`src/hdl/lidar_point_range_image_project_macros.svh`:
```
// Assertion macros for the range-image projection RTL.
`ifndef LIDAR_POINT_RANGE_IMAGE_PROJECT_MACROS_SVH
`define LIDAR_POINT_RANGE_IMAGE_PROJECT_MACROS_SVH

// Same-cycle implication, clocked on clk_i, off during reset.
`define LPRI_ASSERT_IMPL(label, ante, cons, msg) \
  label: assert property (@(posedge clk_i) disable iff (!rst_ni) (ante) |-> (cons)) \
    else $error(msg);

// Next-cycle implication, clocked on clk_i, off during reset.
`define LPRI_ASSERT_NEXT(label, ante, cons, msg) \
  label: assert property (@(posedge clk_i) disable iff (!rst_ni) (ante) |=> (cons)) \
    else $error(msg);

`endif

```
`src/hdl/lpri_pkg.sv`:
```
// Shared constants, types and the arctangent table of the range-image projection.
package lpri_pkg;

  localparam int CORDIC_STEPS = 28;
  localparam int CORDIC_W     = 63;
  localparam int PRESHIFT_TOP = 60;
  localparam int ANGLE_W      = 32;
  localparam int RING_W       = 6;
  localparam int COL_W        = 12;
  localparam int RANGE_W      = 20;
  localparam int NRINGS_W     = 7;
  localparam int NCOLS_W      = 13;
  localparam int APB_AW       = 3;
  localparam int APB_DW       = 32;

  localparam logic [NRINGS_W-1:0] NUM_RINGS_RST = 7'd32;
  localparam logic [NCOLS_W-1:0]  COLUMNS_RST   = 13'd1092;
  localparam logic [RANGE_W-1:0]  RANGE_MAX     = '1;
  localparam logic [1:0]          QUAD_HALF     = 2'd2;

  localparam logic [ANGLE_W-1:0] TURN_ATAN [CORDIC_STEPS] = '{
    32'd536870912, 32'd316933406, 32'd167458907, 32'd85004756, 32'd42667331,
    32'd21354465, 32'd10679838, 32'd5340245, 32'd2670163, 32'd1335087,
    32'd667544, 32'd333772, 32'd166886, 32'd83443, 32'd41722, 32'd20861,
    32'd10430, 32'd5215, 32'd2608, 32'd1304, 32'd652, 32'd326, 32'd163,
    32'd81, 32'd41, 32'd20, 32'd10, 32'd5
  };

  typedef enum logic {
    REG_NUM_RINGS = 1'b0,
    REG_COLUMNS   = 1'b1
  } lpri_reg_e;

  typedef struct packed {
    logic [1:0]        quad;
    logic              zflag;
    logic [RING_W-1:0] ring;
  } lpri_side_t;

endpackage

```
`src/hdl/lpri_post.sv`:
```
// Back stages: angle clamp, column scaling, row mapping and output register.
module lpri_post #(
  parameter int COORD_BITS = 20
) (
  input  logic                                clk_i,
  input  logic                                rst_ni,
  input  logic                                valid_i,
  input  logic [1:0]                          en_i,
  output logic [1:0]                          vld_o,
  input  lpri_pkg::lpri_side_t                side_i,
  input  logic signed [lpri_pkg::ANGLE_W-1:0] z_i,
  input  logic [2*COORD_BITS-1:0]             res_i,
  input  logic [lpri_pkg::NRINGS_W-1:0]       rings_i,
  input  logic [lpri_pkg::NCOLS_W-1:0]        cols_i,
  output logic [lpri_pkg::RING_W-1:0]         pixel_row_o,
  output logic [lpri_pkg::COL_W-1:0]          pixel_col_o,
  output logic [lpri_pkg::RANGE_W-1:0]        range_mm_o,
  output logic                                in_range_o
);
  import lpri_pkg::*;

  localparam int SW = 2 * COORD_BITS;
  localparam int PW = ANGLE_W + NCOLS_W;

  logic [ANGLE_W-3:0]   zc;
  logic [RANGE_W-1:0]   range_sat;
  logic [1:0]           vld_q;
  logic [ANGLE_W-1:0]   angle_q;
  logic [RING_W-1:0]    ring_q;
  logic [RANGE_W-1:0]   range_q;
  logic [PW-1:0]        prod;
  logic                 ok;
  logic [NRINGS_W-1:0]  row_full;
  logic [RING_W-1:0]    pixel_row_q;
  logic [COL_W-1:0]     pixel_col_q;
  logic [RANGE_W-1:0]   range_mm_q;
  logic                 in_range_q;

  always_comb begin
    if (side_i.zflag || z_i[ANGLE_W-1]) begin
      zc = '0;
    end else if (z_i[ANGLE_W-2]) begin
      zc = '1;
    end else begin
      zc = z_i[ANGLE_W-3:0];
    end
    range_sat = (res_i > SW'(RANGE_MAX)) ? RANGE_MAX : res_i[RANGE_W-1:0];
  end

  always_comb begin
    prod     = PW'(angle_q) * PW'(cols_i);
    ok       = ({1'b0, ring_q} < rings_i);
    row_full = rings_i - NRINGS_W'(1) - {1'b0, ring_q};
  end

  always_ff @(posedge clk_i or negedge rst_ni) begin
    if (!rst_ni) begin
      vld_q <= '0;
    end else begin
      if (en_i[0]) begin
        vld_q[0] <= valid_i;
      end
      if (en_i[1]) begin
        vld_q[1] <= vld_q[0];
      end
    end
  end

  always_ff @(posedge clk_i) begin
    if (en_i[0]) begin
      angle_q <= {side_i.quad, zc};
      ring_q  <= side_i.ring;
      range_q <= range_sat;
    end
    if (en_i[1]) begin
      pixel_row_q <= ok ? row_full[RING_W-1:0] : '0;
      pixel_col_q <= prod[ANGLE_W+COL_W-1:ANGLE_W];
      range_mm_q  <= range_q;
      in_range_q  <= ok;
    end
  end

  assign vld_o       = vld_q;
  assign pixel_row_o = pixel_row_q;
  assign pixel_col_o = pixel_col_q;
  assign range_mm_o  = range_mm_q;
  assign in_range_o  = in_range_q;

endmodule

```
`config.mk`:
```
export PLATFORM = sky130hd
export DESIGN_NAME = lpri_post
export DESIGN_NICKNAME = d
export VERILOG_FILES = /design/src/hdl/lidar_point_range_image_project_macros.svh /design/src/hdl/lpri_pkg.sv /design/src/hdl/lpri_post.sv
export SDC_FILE = /design/constraint.sdc
export NUM_CORES = 1
export LEC_CHECK = 0
export BUFFER_PORTS_ARGS = -buffer_cell sky130_fd_sc_hd__buf_2
export CORE_MARGIN = 5
export CORE_UTILIZATION = 60
export DETAILED_ROUTE_END_ITERATION = 16
export HOLD_SLACK_MARGIN = 0.03
export PLACE_DENSITY = 0.79
export SLEW_MARGIN = 30
export SYNTH_ARGS = -nofsm -noshare
export SYNTH_HDL_FRONTEND = slang
export SYNTH_SLANG_ARGS = --single-unit
export TNS_END_PERCENT = 50
```
`constraint.sdc`:
```
create_clock -name clk_i -period 7.05 [get_ports clk_i]
set_input_delay 0.705 -clock clk_i [delete_from_list [all_inputs] [get_ports clk_i]]
set_output_delay 0.705 -clock clk_i [all_outputs]
set_load 0.05 [all_outputs]
```
After elaboration in Yosys (flattened, before gate mapping)
Index checks and enable logic that the tools add are counted.
{"block": "word_totals", "reg_bits": 99, "latchBits": 0, "ram_bits": 0, "romBits": 0, "input_bits": 106, "out_inout_bits": 41, "word_cells": 17, "n_memories": 0}
{"block": "op_classes", "n_addsub": 2, "mul": 1, "div": 0, "n_lt_le_gt_ge": 2, "eq_ne": 0, "n_shift": 0, "muxes": 1, "n_bitwise": 0, "n_reduce_logical": 1}
{"op": "multiplier 32 x 13 -> 44 bit", "n": 1}
{"op": "greater-than comparator 40 x 20 -> 1 bit (second input constant)", "n": 1}
{"op": "two-way mux 30 bit", "n": 1}
{"op": "less-than comparator 6 x 7 -> 1 bit", "n": 1}
{"op": "subtractor 6 x 1 -> 6 bit (second input constant)", "n": 1}
{"op": "subtractor 6 bit", "n": 1}
{"op": "logical OR 1 bit", "n": 1}

Depth between registers and ports, before layout
{"block": "depth", "word_depth": 2, "ltp_mapped": 21, "depth_no_buf": 20}

Least setup slack after synthesis
No wires, ideal clock.
{"block": "synth_path", "path_kind": "input port to flip-flop", "start": "input cols_i[9] in the netlist's numbering", "end": "register pixel_col_q[11] (netlist: pixel_col_o[11]), data pin", "setup_ns": 0.268, "t_arrival_ns": 5.771, "required_ns": 6.782, "slack_ns": 1.011, "stages": 19, "n_path_buf": 1, "path_cell_list": "clkbuf_1 nand2_1 fa_1 inv_1 fa_1 fa_1 fa_1 inv_1 fa_1 inv_1 ha_1 a21oi_2 o21ai_2 a2111oi_4 nand4_2 and4_4 or3_4 a2111oi_4 nor3b_1"}
{"block": "synth_via", "elab_chain_len": 1}
{"element": "from (decl)", "line": "lpri_post.sv:14", "source": "input logic [lpri_pkg::NCOLS_W-1:0] cols_i,"}
{"element": "multiplier 32 x 13 -> 44 bit", "line": "lpri_post.sv:51", "source": "prod = PW'(angle_q) * PW'(cols_i);"}
{"element": "named net prod[43]", "line": "lpri_post.sv:31", "source": "logic [PW-1:0] prod;"}
{"element": "to (signal assigned)", "line": "lpri_post.sv:77", "source": "pixel_col_q <= prod[ANGLE_W+COL_W-1:ANGLE_W];"}
{"element": "to (decl)", "line": "lpri_post.sv:35", "source": "logic [COL_W-1:0] pixel_col_q;"}
The timed path passes the listed nets, and every way through them passes these cells.
A chain may end at the register's enable or synchronous reset.

Worst setup path after layout
{"block": "layout_path", "start": "input cols_i[7] in the netlist's numbering", "end": "register pixel_col_q[11] (netlist: pixel_col_o[11]), data pin"}
Same word-level chain as after synthesis.

==> results.toml <==
[power_and_ir_drop]
sw_frac_of_total = 0.526
p_int_mw = 3.75
p_sw_mw = 4.16
pwr-share-seq = 0.118
p_comb_frac = 0.817
total_power_mw = 7.91
cellLeakagePower_nw = 8.45
powerDensity_nw_per_um2 = 463
p_clk_frac = 0.066
ir_worst_vdd_uv = 721

[placed_design]
place_hpwl_um = 29200
place_congestion = 0.908
dpl_cell_area_um2 = 16800
io_buffers = 146

[sta]
hold_ws_ns = 0.117
worstMarginPinSlew_ns = 0.982
post-route-min-period_ns = 6.38
totalNegativeSetupSlack_ns = 0
slew_viol_final = 0
finalSetupViolCount = 0
finalCritPeriodShare = 0.905
fmax_mhz = 157
hold_viol_final = 0
rsz0062_at_grt = "false"
fin_skew_ns = 0.0128
max_slew_margin = 0.337

[synth]
syn-cell-area_um2 = 15800
synth_most_common_cell = "inv_1"
synthTopCellsByArea = "fa_1 42%, edfxtp_1 18%, inv_1 8.9%, and2_1 7.3%, ha_1 7.3%"
synth_nets = 2127
synth_largest_area_cell = "fa_1"
ys_types = 46
synth_flop_cell = "edfxtp_1"
synth_edf_count = 97
ys_ff_latch = 99
yosys_warnings = 0
avgSynthCellArea_um2 = 9.90
seq_area_frac_synth = 0.187
yosysTopAreaCellShare = 0.416
postSynthCellCount = 1599
synth_commonest_cells = "377 x inv_1, 329 x fa_1, 245 x nand2_1"
synth-async-reset-ratio = 0.0202

[layout]
area_growth_pct = 7.82
final_util = 0.655
drive_above_1_share = 0.110
fin_area_um2 = 17100
finalNetCount = 2212

[global_routing]
grt_pass1_wl_um = 62400
grt_pass1_vias = 12538
grt_util_all_layers = 0.268
antenna_found_initial = 4
gr-total-overflow = 0
grt_max_degree = 60

[route]
routedWlPerCell_um = 18.2
ant_nets = 0
drc = 0
initialDrtViolationCount = 752
drt-pass1-iter-count = 5
wirelength_um = 37000
vias = 11102
vias_per_cell = 5.47

[worst_setup_path]
path_buf_inv = 4
cp_cell_sequence = "buf_2 -> nand2_1 -> fa_1 -> inv_1 -> fa_1 -> fa_1 -> fa_1 -> inv_1 -> fa_1 -> inv_1 -> ha_1 -> a21oi_1 -> o21ai_2 -> a2111oi_4 -> nand4_2 -> and4_4 -> or3_4 -> a2111oi_4 -> nor3b_1"
cp_max_fo = 32
arrival_ns = 6.49
path_class = "input pin to flip-flop"
cp.required_ns = 7.15
worstSetupStartpointType = "input pin"
cpMostUsedCell = "fa_1"
path_delay_family = "adder cells"
crit_path_max_incr_delay_ns = 0.57
end_kind = "flip-flop"
slowest_stage = "fa_1"

[floorplan]
start_util = 0.608
io_pins = 147
die_h_um = 172
rows = 59
coreArea_um2 = 26100
dieArea_um2 = 29700
die-width_um = 172

[clock_network]
cts_tree = "yes"
cts.sinks = 99
root_buffer = "clkbuf_16"
clk_pin_slew_ns = 0.09
cts-buffers-inserted = 9
htreeDepth = 3
cts_setup_buffers = 0
clk_path_buf_depth = 2
hold_buffers = 0
insertion_delay_ns = 0.36
cts-resized-gates = 0

[hold_path]
hold_path.class = "input pin to async pin"

[job]
drv_cap = 0

[run_status]
outcome = "finished clean"
-- through the flow --
step                instances  setup slack, ns
floorplan                1599             1.01
global placement         2008            0.419
detailed placement       2008            0.344
CTS                      2024            0.710
global route             2028            0.381
finish                   2028            0.667
-- registers in the layout, summed over array words and instances, names as in the netlist --
signal	flops
vld_o	2
pixel_row_o	6
ring_q	6
range_mm_o	20
in_range_o	1
angle_q	32
pixel_col_o	12
range_q	20
-- path summary, 6_finish.rpt --
check / from / to / slack, ns / cells past startpoint
max: cols_i[7] / pixel_col_o[11]$_DFFE_PP_ / 0.67 / 19
min: rst_ni / vld_o[0]$_DFFE_PN0P_ / 0.12 / 1
max reg2reg: angle_q[13]$_SDFFCE_PP0P_ / pixel_col_o[11]$_DFFE_PP_ / 0.73 / 19
min reg2reg: range_q[18]$_SDFFCE_PN1P_ / range_mm_o[18]$_DFFE_PP_ / 0.42 / 0
max in group asynchronous: rst_ni / vld_o[1]$_DFFE_PN0P_ / 6.84 / 1
min in group clk_i: range_q[18]$_SDFFCE_PN1P_ / range_mm_o[18]$_DFFE_PP_ / 0.42 / 0
-- layout by cell type (no fill, tap or decap), drive strengths merged, types with 8 or more instances in the layout --
cell	instances
or3	23
fa	329
nor2	11
inv	383
buf	156
o21a	31
ha	93
edfxtp	97
xor2	8
xnor2	11
a21oi	23
a21o	14
nand2	245
clkbuf	9
o21ai	12
and2	186
nand3	9
-- cell families after synthesis --
logic type	count (synthesis)	synth area share
XOR/XNOR	19	0.0105
buffers and inverters	459	0.109
flip-flops	99	0.187
adder cells (fa/ha/maj)	422	0.489
AO/OA/AOI/OAI	100	0.0462
AND/OR/NAND/NOR	498	0.157
multiplexers	2	0.00142
-- power by group through the flow --
stage               clock network [mW]  logic, mW  registers (mW)
floorplan                            0       4.68            1.06
global placement                     0       6.15           0.939
detailed placement                   0       6.37           0.940
CTS                              0.525       6.46           0.930
global route                     0.551       7.40           0.940
finish                           0.519       6.46           0.932
-- worst register-to-register path, stage by stage (launching register included) --
cell and delay (ns):
edfxtp_1 0.70, and2_1 0.29, fa_1 0.54, inv_1 0.06
fa_1 0.53, inv_1 0.06, fa_1 0.51, fa_1 0.50
inv_1 0.05, fa_1 0.52, inv_1 0.04, ha_1 0.34
a21oi_1 0.20, o21ai_0 0.12, a22oi_1 0.30, nand4_2 0.27
and4_4 0.27, or3_4 0.41, a2111oi_4 0.30, nor3b_1 0.08
-- routing by layer --
metal  share of wire  global-route usage
met1            0.38               0.340
met2            0.51               0.468
met3           0.079              0.0503
met4           0.034              0.0858
met5               0                   0
-- area by class of cell --
class	instances	area, um2
multi-input combinational	1041	11200
fill	2029	8980
sequential	99	2960
inverter	377	1420
timing repair buffer	156	808
tap	335	419
clock buffer	9	225
clock inverter	7	81.3
antenna	4	10.0
Note: power is estimated with default switching activity, not from simulation.
