**config.mk**
```make
export PLATFORM = sky130hd
export DESIGN_NAME = lpri_prep
export DESIGN_NICKNAME = d
export VERILOG_FILES = /design/src/hdl/lidar_point_range_image_project_macros.svh /design/src/hdl/lpri_pkg.sv /design/src/hdl/lpri_prep.sv
export SDC_FILE = /design/constraint.sdc
export NUM_CORES = 2
export LEC_CHECK = 0
export ABC_CLOCK_PERIOD_IN_PS = 6700
export BUFFER_PORTS_ARGS = -buffer_cell sky130_fd_sc_hd__buf_2
export CAP_MARGIN = 10
export CORE_MARGIN = 2
export CORE_UTILIZATION = 66
export CTS_BUF_LIST = sky130_fd_sc_hd__clkbuf_4
export DETAILED_ROUTE_END_ITERATION = 10
export PLACE_DENSITY = 0.86
export RECOVER_POWER = 25
export REMOVE_ABC_BUFFERS = 1
export SETUP_SLACK_MARGIN = 0.1
export SLEW_MARGIN = 10
export SYNTH_ARGS = -nofsm -noshare
export SYNTH_HDL_FRONTEND = slang
export SYNTH_SLANG_ARGS = --single-unit
```
**constraint.sdc**
```tcl
create_clock -name clk_i -period 6.7 [get_ports clk_i]
set_input_delay 1.34 -clock clk_i [delete_from_list [all_inputs] [get_ports clk_i]]
set_output_delay 1.34 -clock clk_i [all_outputs]
set_load 0.01 [all_outputs]
```
**src/hdl/lidar_point_range_image_project_macros.svh**
```systemverilog
// Assertion macros for the range-image projection RTL.
`ifndef LIDAR_POINT_RANGE_IMAGE_PROJECT_MACROS_SVH
`define LIDAR_POINT_RANGE_IMAGE_PROJECT_MACROS_SVH

// Same-cycle implication, clocked on clk_i, off during reset.
`define LPRI_ASSERT_IMPL(label, ante, cons, msg) \
  label: assert property (@(posedge clk_i) disable iff (!rst_ni) (ante) |-> (cons)) \
    else $error(msg);

// Next-cycle implication, clocked on clk_i, off during reset.
`define LPRI_ASSERT_NEXT(label, ante, cons, msg) \
  label: assert property (@(posedge clk_i) disable iff (!rst_ni) (ante) |=> (cons)) \
    else $error(msg);

`endif

```
**src/hdl/lpri_pkg.sv**
```systemverilog
// Shared constants, types and the arctangent table of the range-image projection.
package lpri_pkg;

  localparam int CORDIC_STEPS = 28;
  localparam int CORDIC_W     = 63;
  localparam int PRESHIFT_TOP = 60;
  localparam int ANGLE_W      = 32;
  localparam int RING_W       = 6;
  localparam int COL_W        = 12;
  localparam int RANGE_W      = 20;
  localparam int NRINGS_W     = 7;
  localparam int NCOLS_W      = 13;
  localparam int APB_AW       = 3;
  localparam int APB_DW       = 32;

  localparam logic [NRINGS_W-1:0] NUM_RINGS_RST = 7'd32;
  localparam logic [NCOLS_W-1:0]  COLUMNS_RST   = 13'd1092;
  localparam logic [RANGE_W-1:0]  RANGE_MAX     = '1;
  localparam logic [1:0]          QUAD_HALF     = 2'd2;

  localparam logic [ANGLE_W-1:0] TURN_ATAN [CORDIC_STEPS] = '{
    32'd536870912, 32'd316933406, 32'd167458907, 32'd85004756, 32'd42667331,
    32'd21354465, 32'd10679838, 32'd5340245, 32'd2670163, 32'd1335087,
    32'd667544, 32'd333772, 32'd166886, 32'd83443, 32'd41722, 32'd20861,
    32'd10430, 32'd5215, 32'd2608, 32'd1304, 32'd652, 32'd326, 32'd163,
    32'd81, 32'd41, 32'd20, 32'd10, 32'd5
  };

  typedef enum logic {
    REG_NUM_RINGS = 1'b0,
    REG_COLUMNS   = 1'b1
  } lpri_reg_e;

  typedef struct packed {
    logic [1:0]        quad;
    logic              zflag;
    logic [RING_W-1:0] ring;
  } lpri_side_t;

endpackage

```
**src/hdl/lpri_prep.sv**
```systemverilog
// Front stages: quadrant fold, CORDIC preshift and squared coordinates.
module lpri_prep #(
  parameter int COORD_BITS = 20
) (
  input  logic                                 clk_i,
  input  logic                                 rst_ni,
  input  logic                                 in_valid_i,
  input  logic [1:0]                           en_i,
  output logic [1:0]                           vld_o,
  input  logic [lpri_pkg::RING_W-1:0]          ring_i,
  input  logic signed [COORD_BITS-1:0]         point_x_i,
  input  logic signed [COORD_BITS-1:0]         point_y_i,
  output lpri_pkg::lpri_side_t                 side_o,
  output logic signed [lpri_pkg::CORDIC_W-1:0] a_o,
  output logic signed [lpri_pkg::CORDIC_W-1:0] b_o,
  output logic [2*COORD_BITS-1:0]              sum_o
);
  import lpri_pkg::*;

  localparam int UW  = COORD_BITS + 1;
  localparam int SW  = 2 * COORD_BITS;
  localparam int PRE = PRESHIFT_TOP - COORD_BITS;

  logic signed [UW-1:0]   u, v, fa, fb;
  logic [1:0]             quad;
  logic [COORD_BITS-1:0]  ax, ay;
  logic [1:0]             vld_q;
  lpri_side_t             side_a_q, side_b_q;
  logic signed [UW-1:0]   fa_q, fb_q;
  logic [SW-1:0]          sqx_q, sqy_q, sum_q;
  logic signed [CORDIC_W-1:0] a_q, b_q;

  always_comb begin
    u  = -UW'(point_x_i);
    v  = -UW'(point_y_i);
    ax = point_x_i[COORD_BITS-1] ? u[COORD_BITS-1:0] : point_x_i;
    ay = point_y_i[COORD_BITS-1] ? v[COORD_BITS-1:0] : point_y_i;
    if (u == '0 && v == '0) begin
      fa   = '0;
      fb   = '0;
      quad = QUAD_HALF;
    end else if (u > 0 && v >= 0) begin
      fa   = u;
      fb   = v;
      quad = 2'd0;
    end else if (u <= 0 && v > 0) begin
      fa   = v;
      fb   = -u;
      quad = 2'd1;
    end else if (u < 0 && v <= 0) begin
      fa   = -u;
      fb   = -v;
      quad = 2'd2;
    end else begin
      fa   = -v;
      fb   = u;
      quad = 2'd3;
    end
  end

  always_ff @(posedge clk_i or negedge rst_ni) begin
    if (!rst_ni) begin
      vld_q <= '0;
    end else begin
      if (en_i[0]) begin
        vld_q[0] <= in_valid_i;
      end
      if (en_i[1]) begin
        vld_q[1] <= vld_q[0];
      end
    end
  end

  always_ff @(posedge clk_i) begin
    if (en_i[0]) begin
      side_a_q.quad  <= quad;
      side_a_q.zflag <= (fb == '0);
      side_a_q.ring  <= ring_i;
      fa_q           <= fa;
      fb_q           <= fb;
      sqx_q          <= SW'(ax) * SW'(ax);
      sqy_q          <= SW'(ay) * SW'(ay);
    end
    if (en_i[1]) begin
      side_b_q <= side_a_q;
      a_q      <= CORDIC_W'(fa_q) <<< PRE;
      b_q      <= CORDIC_W'(fb_q) <<< PRE;
      sum_q    <= sqx_q + sqy_q;
    end
  end

  assign vld_o  = vld_q;
  assign side_o = side_b_q;
  assign a_o    = a_q;
  assign b_o    = b_q;
  assign sum_o  = sum_q;

endmodule

```
==> results.yml, run 1 <==
run_status:
  outcome: "aborted with a tool error"
  stop_stage: "global routing (5_1_grt)"
  error: "[ERROR GRT-0232] Routing congestion too high. Check the congestion heatmap in the GUI."
global_route:
  global_route.usage.total: 0.809
  grt_start_max_net_pins: 68
  grt_overflow: 94
synthesis:
  synthTopCellsByCount: "750 x inv_1, 560 x fa_1, 333 x ha_1"
  synth-edff-count: 220
  synth.yosys.seq_area_share: 0.189
  synth.top_cells.by_area: "fa_1 32%, edfxtp_1 19%, ha_1 12%, inv_1 8.0%, nand2_1 3.4%"
  synth_ff_type: "edfxtp_1"
  netlist.area_leader.share: 0.319
  synthesis.area_sq_mm: 0.0352
  yosysMostFrequentCell: "inv_1"
  synth_area_leader_cell: "fa_1"
  netlist-cell-type-count: 90
  postSynthCellCount: 3655
  yosysWarnings: 0
  synth.avg_cell_area_sq_um: 9.62
  asyncSetResetFlopFracSynth: 0.00901
  synth.ff_latch_count: 222
clock_tree:
  clockBufferDepth: 3
  cts_inserted_buffers: 56
  root_buffer: "clkbuf_4"
  numClockSinks: 222
  cts_htree_levels: 2
  cts_hold_buf: 0
floorplanning:
  rows: 84
  die-height_microns: 235
  floorplan.io_pins: 228
  starting_density_of_the_core: 0.668
  floorplan.die.width_microns: 235
timing:
  repair-timing-grt-worst-ep: "sqy_q[39]$_DFFE_PP_/D"
  timing.worst_endpoint.kind: "sequential cell input"
place:
  gp_congestion: 1.01
  place_hpwl_microns: 85100
  buffer_ports.inserted: 147
## stage by stage
| step | cell area, sq um | TNS [ps] | utilization | worst slack [ps] | std cells |
|---|---|---|---|---|---|
| after floorplan | 34300 | -142230 | - | -3320 | 3530 |
| after detailed placement | 41200 | -148950 | 0.783 | -3330 | 5063 |
| after global placement | 41200 | -136440 | 0.783 | -3000 | 5063 |
| after CTS | 44700 | -72670 | 0.849 | -1920 | 5296 |
## kinds of logic after synthesis
logic type      after synthesis  share of synthesized area
compound gates              444                     0.0839
xor+xnor                    207                     0.0518
fa+ha+maj                   893                      0.437
buf+inv                     959                      0.112
flops                       222                      0.189
mux                          14                    0.00413
other cells                   1                   0.000107
simple gates                915                      0.121
## per-layer routing
metal	GRT overflow	global-route usage
met2	48	0.926
met3	3	0.746
met5	0	0.535
met1	1	0.779
met4	42	0.791
## timing repair
item,CTS
resized for setup,424
pin swaps,238
setup buffers,146
endpoints found under the setup margin,65
==> inputs of run 2 (changes only) <==
--- a/config.mk
+++ b/config.mk
@@ -9,13 +9,11 @@
 export BUFFER_PORTS_ARGS = -buffer_cell sky130_fd_sc_hd__buf_2
 export CAP_MARGIN = 10
 export CORE_MARGIN = 2
-export CORE_UTILIZATION = 66
-export CTS_BUF_LIST = sky130_fd_sc_hd__clkbuf_4
+export CORE_UTILIZATION = 40
 export DETAILED_ROUTE_END_ITERATION = 10
-export PLACE_DENSITY = 0.86
+export PLACE_DENSITY_LB_ADDON = 0.15
 export RECOVER_POWER = 25
 export REMOVE_ABC_BUFFERS = 1
-export SETUP_SLACK_MARGIN = 0.1
 export SLEW_MARGIN = 10
 export SYNTH_ARGS = -nofsm -noshare
 export SYNTH_HDL_FRONTEND = slang
==> results.yml, run 2 <==
critical_path:
  worstRegToRegCells: 11
  max_stage_delay_ps: 570
  cp.required_ps: 6970
  worst_r2r_endpoint: "sum_o[39]"
  peak_fanout_along_the_critical_path: 5
  worstSetupStartpoint: "point_x_i[1]"
  crit-reg2reg-launch: "sqy_q[7]"
  worst_path_most_repeated_cell: "fa_1"
  endpoint_kind: "flop"
  reg2reg_slack_ps: 2890
  critical-path-slowest-cell: "fa_1"
  path_class: "primary input to flop"
  cp-start-kind: "primary input"
  worstPathArrival_ps: 9080
run:
  cap_viol_max_count: 0
clock_tree:
  clk-insertion-delay-late_ps: 550
  cts_tree: "done"
  cts_inserted_buffers: 23
  clock_pin_slew_on_the_worst_setup_and_hold_paths_ps: 60
  numClockSinks: 222
  cts_hold_buf: 0
  clockBufferDepth: 3
  cts_htree_levels: 1
  root_buffer: "clkbuf_16"
timing:
  drv_slew: 0
  slew_at_the_pin_closest_to_its_max_slew_limit_ps: 1150
  final.setup_skew_ps: 39.7
  min_period_ps: 8810
  grt_setup_unrepaired: "true"
  max_freq_mhz: 114
  finalSetupTns_ps: -80700
  final_critical_path_setup_slack_ps: -2110
  min_period_over_period: 1.31
  slew_headroom: 0.235
  finalHoldViolations: 0
  setup_viol: 65
floorplanning:
  floorplan.die_area_sq_mm: 0.0903
  floorplan.die.width_microns: 300
  rows: 108
  die-height_microns: 300
  floorplan.io_pins: 228
  coreArea_sq_mm: 0.0869
  starting_density_of_the_core: 0.405
synthesis:
  synthesis.area_sq_mm: 0.0352
  synth-edff-count: 220
  yosysMostFrequentCell: "inv_1"
  yosysWarnings: 0
  synth_area_leader_cell: "fa_1"
  postSynthCellCount: 3655
  synthTopCellsByCount: "750 x inv_1, 560 x fa_1, 333 x ha_1"
  synth.ff_latch_count: 222
  netlist-cell-type-count: 90
  synth.top_cells.by_area: "fa_1 32%, edfxtp_1 19%, ha_1 12%, inv_1 8.0%, nand2_1 3.4%"
  synth.yosys.seq_area_share: 0.189
  synth.avg_cell_area_sq_um: 9.62
  asyncSetResetFlopFracSynth: 0.00901
  netlist.area_leader.share: 0.319
  synth_ff_type: "edfxtp_1"
global_route:
  wire_length_of_the_first_global_routing_pass_microns: 167000
  grt_overflow: 0
  antenna_found_initial: 1
  via_count_of_the_first_global_routing_pass: 30249
  global_route.usage.total: 0.239
  grt_start_max_net_pins: 78
route:
  first_pass_iters: 5
  route.final.wire_length_microns: 106000
  drt-initial-drc-count: 1426
  antenna_violating_nets_left: 0
  post_drt_via_cell_ratio: 4.90
  detail_route.drc_violations: 0
  wl_per_cell_microns: 18.4
  dr_total_vias: 28218
hold_path:
  hold-path-cell-count: 0
  hold_path.class: "flop to flop"
  holdPathEnd: "b_o[54]"
  hp-start: "fb_q[14]"
finish:
  final_design_area_no_fill_sq_mm: 0.0466
  final_core_util: 0.536
  area_delta_synth_final_pct: 32.5
  largest_reg_flops: 40
  mostFrequentLayoutCell: "buf_4"
  final.fill_count: 7947
  fraction_of_layout_instances_using_a_drive_strength_above_1: 0.318
  top_library_cells_by_usage_in_the_layout_fill_and_taps_aside: "775 x buf_4, 689 x inv_1, 521 x fa_1"
  fin_nets: 5527
place:
  place_hpwl_microns: 87500
  buffer_ports.inserted: 147
  gp_congestion: 0.911
  post_dp_cell_area_sq_mm: 0.0422
run_status:
  outcome: "finished, violations left"
  violations: "setup timing"
run 2: cell counts after synthesis:
Identical to the previous run, type by type.
run 2: cells by family (layout without fill, tap and decap cells):
| logic type | count (synthesis) | after routing | synth area share |
|---|---|---|---|
| buf+inv | 959 | 1824 | 0.112 |
| fa+ha+maj | 893 | 893 | 0.437 |
| mux | 14 | 14 | 0.00413 |
| compound gates | 444 | 444 | 0.0839 |
| simple gates | 915 | 915 | 0.121 |
| flops | 222 | 222 | 0.189 |
| xor+xnor | 207 | 207 | 0.0518 |
| other cells | 1 | 82 | 0.000107 |
run 2: routing by layer:
| metal | track usage | routed length (microns) | up-vias |
|---|---|---|---|
| li1 | - | - | 13380 |
| met1 | 0.315 | 45500 | 13997 |
| met2 | 0.420 | 52600 | 672 |
| met3 | 0.0157 | 3960 | 169 |
| met4 | 0.0732 | 3680 | 0 |
| met5 | 0 | 0 | - |
run 2: layout make-up:
| type | instances | area (sq um) | share of cell area |
|---|---|---|---|
| multi-input combinational | 2553 | 26800 | 0.576 |
| timing repair buffer | 1028 | 7960 | 0.171 |
| sequential | 222 | 6660 | 0.143 |
| inverter | 755 | 2890 | 0.0619 |
| tap | 1155 | 1450 | 0.0310 |
| clock buffer | 26 | 587 | 0.0126 |
| clock inverter | 15 | 210 | 0.00451 |
| antenna | 2 | 5.00 | 0.000107 |
run 2: worst max-delay path by stage:
| stage | end | slack [ps] | cells after the start |
|---|---|---|---|
| finish | sqx_q[39] | -2110 | 33 |
| global route | sqx_q[39] | -2360 | 35 |
| global placement | sqx_q[37] | -3120 | 35 |
| floorplan | sqy_q[36] | -3320 | 30 |
| detailed placement | sqx_q[37] | -3150 | 35 |
| CTS | sqx_q[39] | -1930 | 35 |
run 2: timing repair:
action                     4_1_cts  5_1_grt
setup buffers                  126       56
pin swaps                      201      195
hold endpoints to repair         0        0
setup endpoints to repair       65       68
resized for setup              385      229
run 2: per-stage QoR:
step           hold slack [ps]  cells  setup slack (ps)
6_report                   417   5756             -2110
5_1_grt                    419   5754             -2360
4_1_cts                    419   5732             -1930
3_5_place_dp               405   5568             -3150
3_3_place_gp               402   5568             -3120
2_1_floorplan              400   3530             -3320
run 2: worst max-delay path: cells and delay by family:
family	cells	cell delay, ps
AOI/OAI and AO/OA	9	1920
xor gates and xnor gates	2	230
adders and majority gates	9	3760
buffers and inverters	8	830
and+or+nand+nor	5	960
Power of run 2 is left out: the tool's default activity adds up to more than one toggle a clock period on the data nets, which glitch-free logic cannot reach.
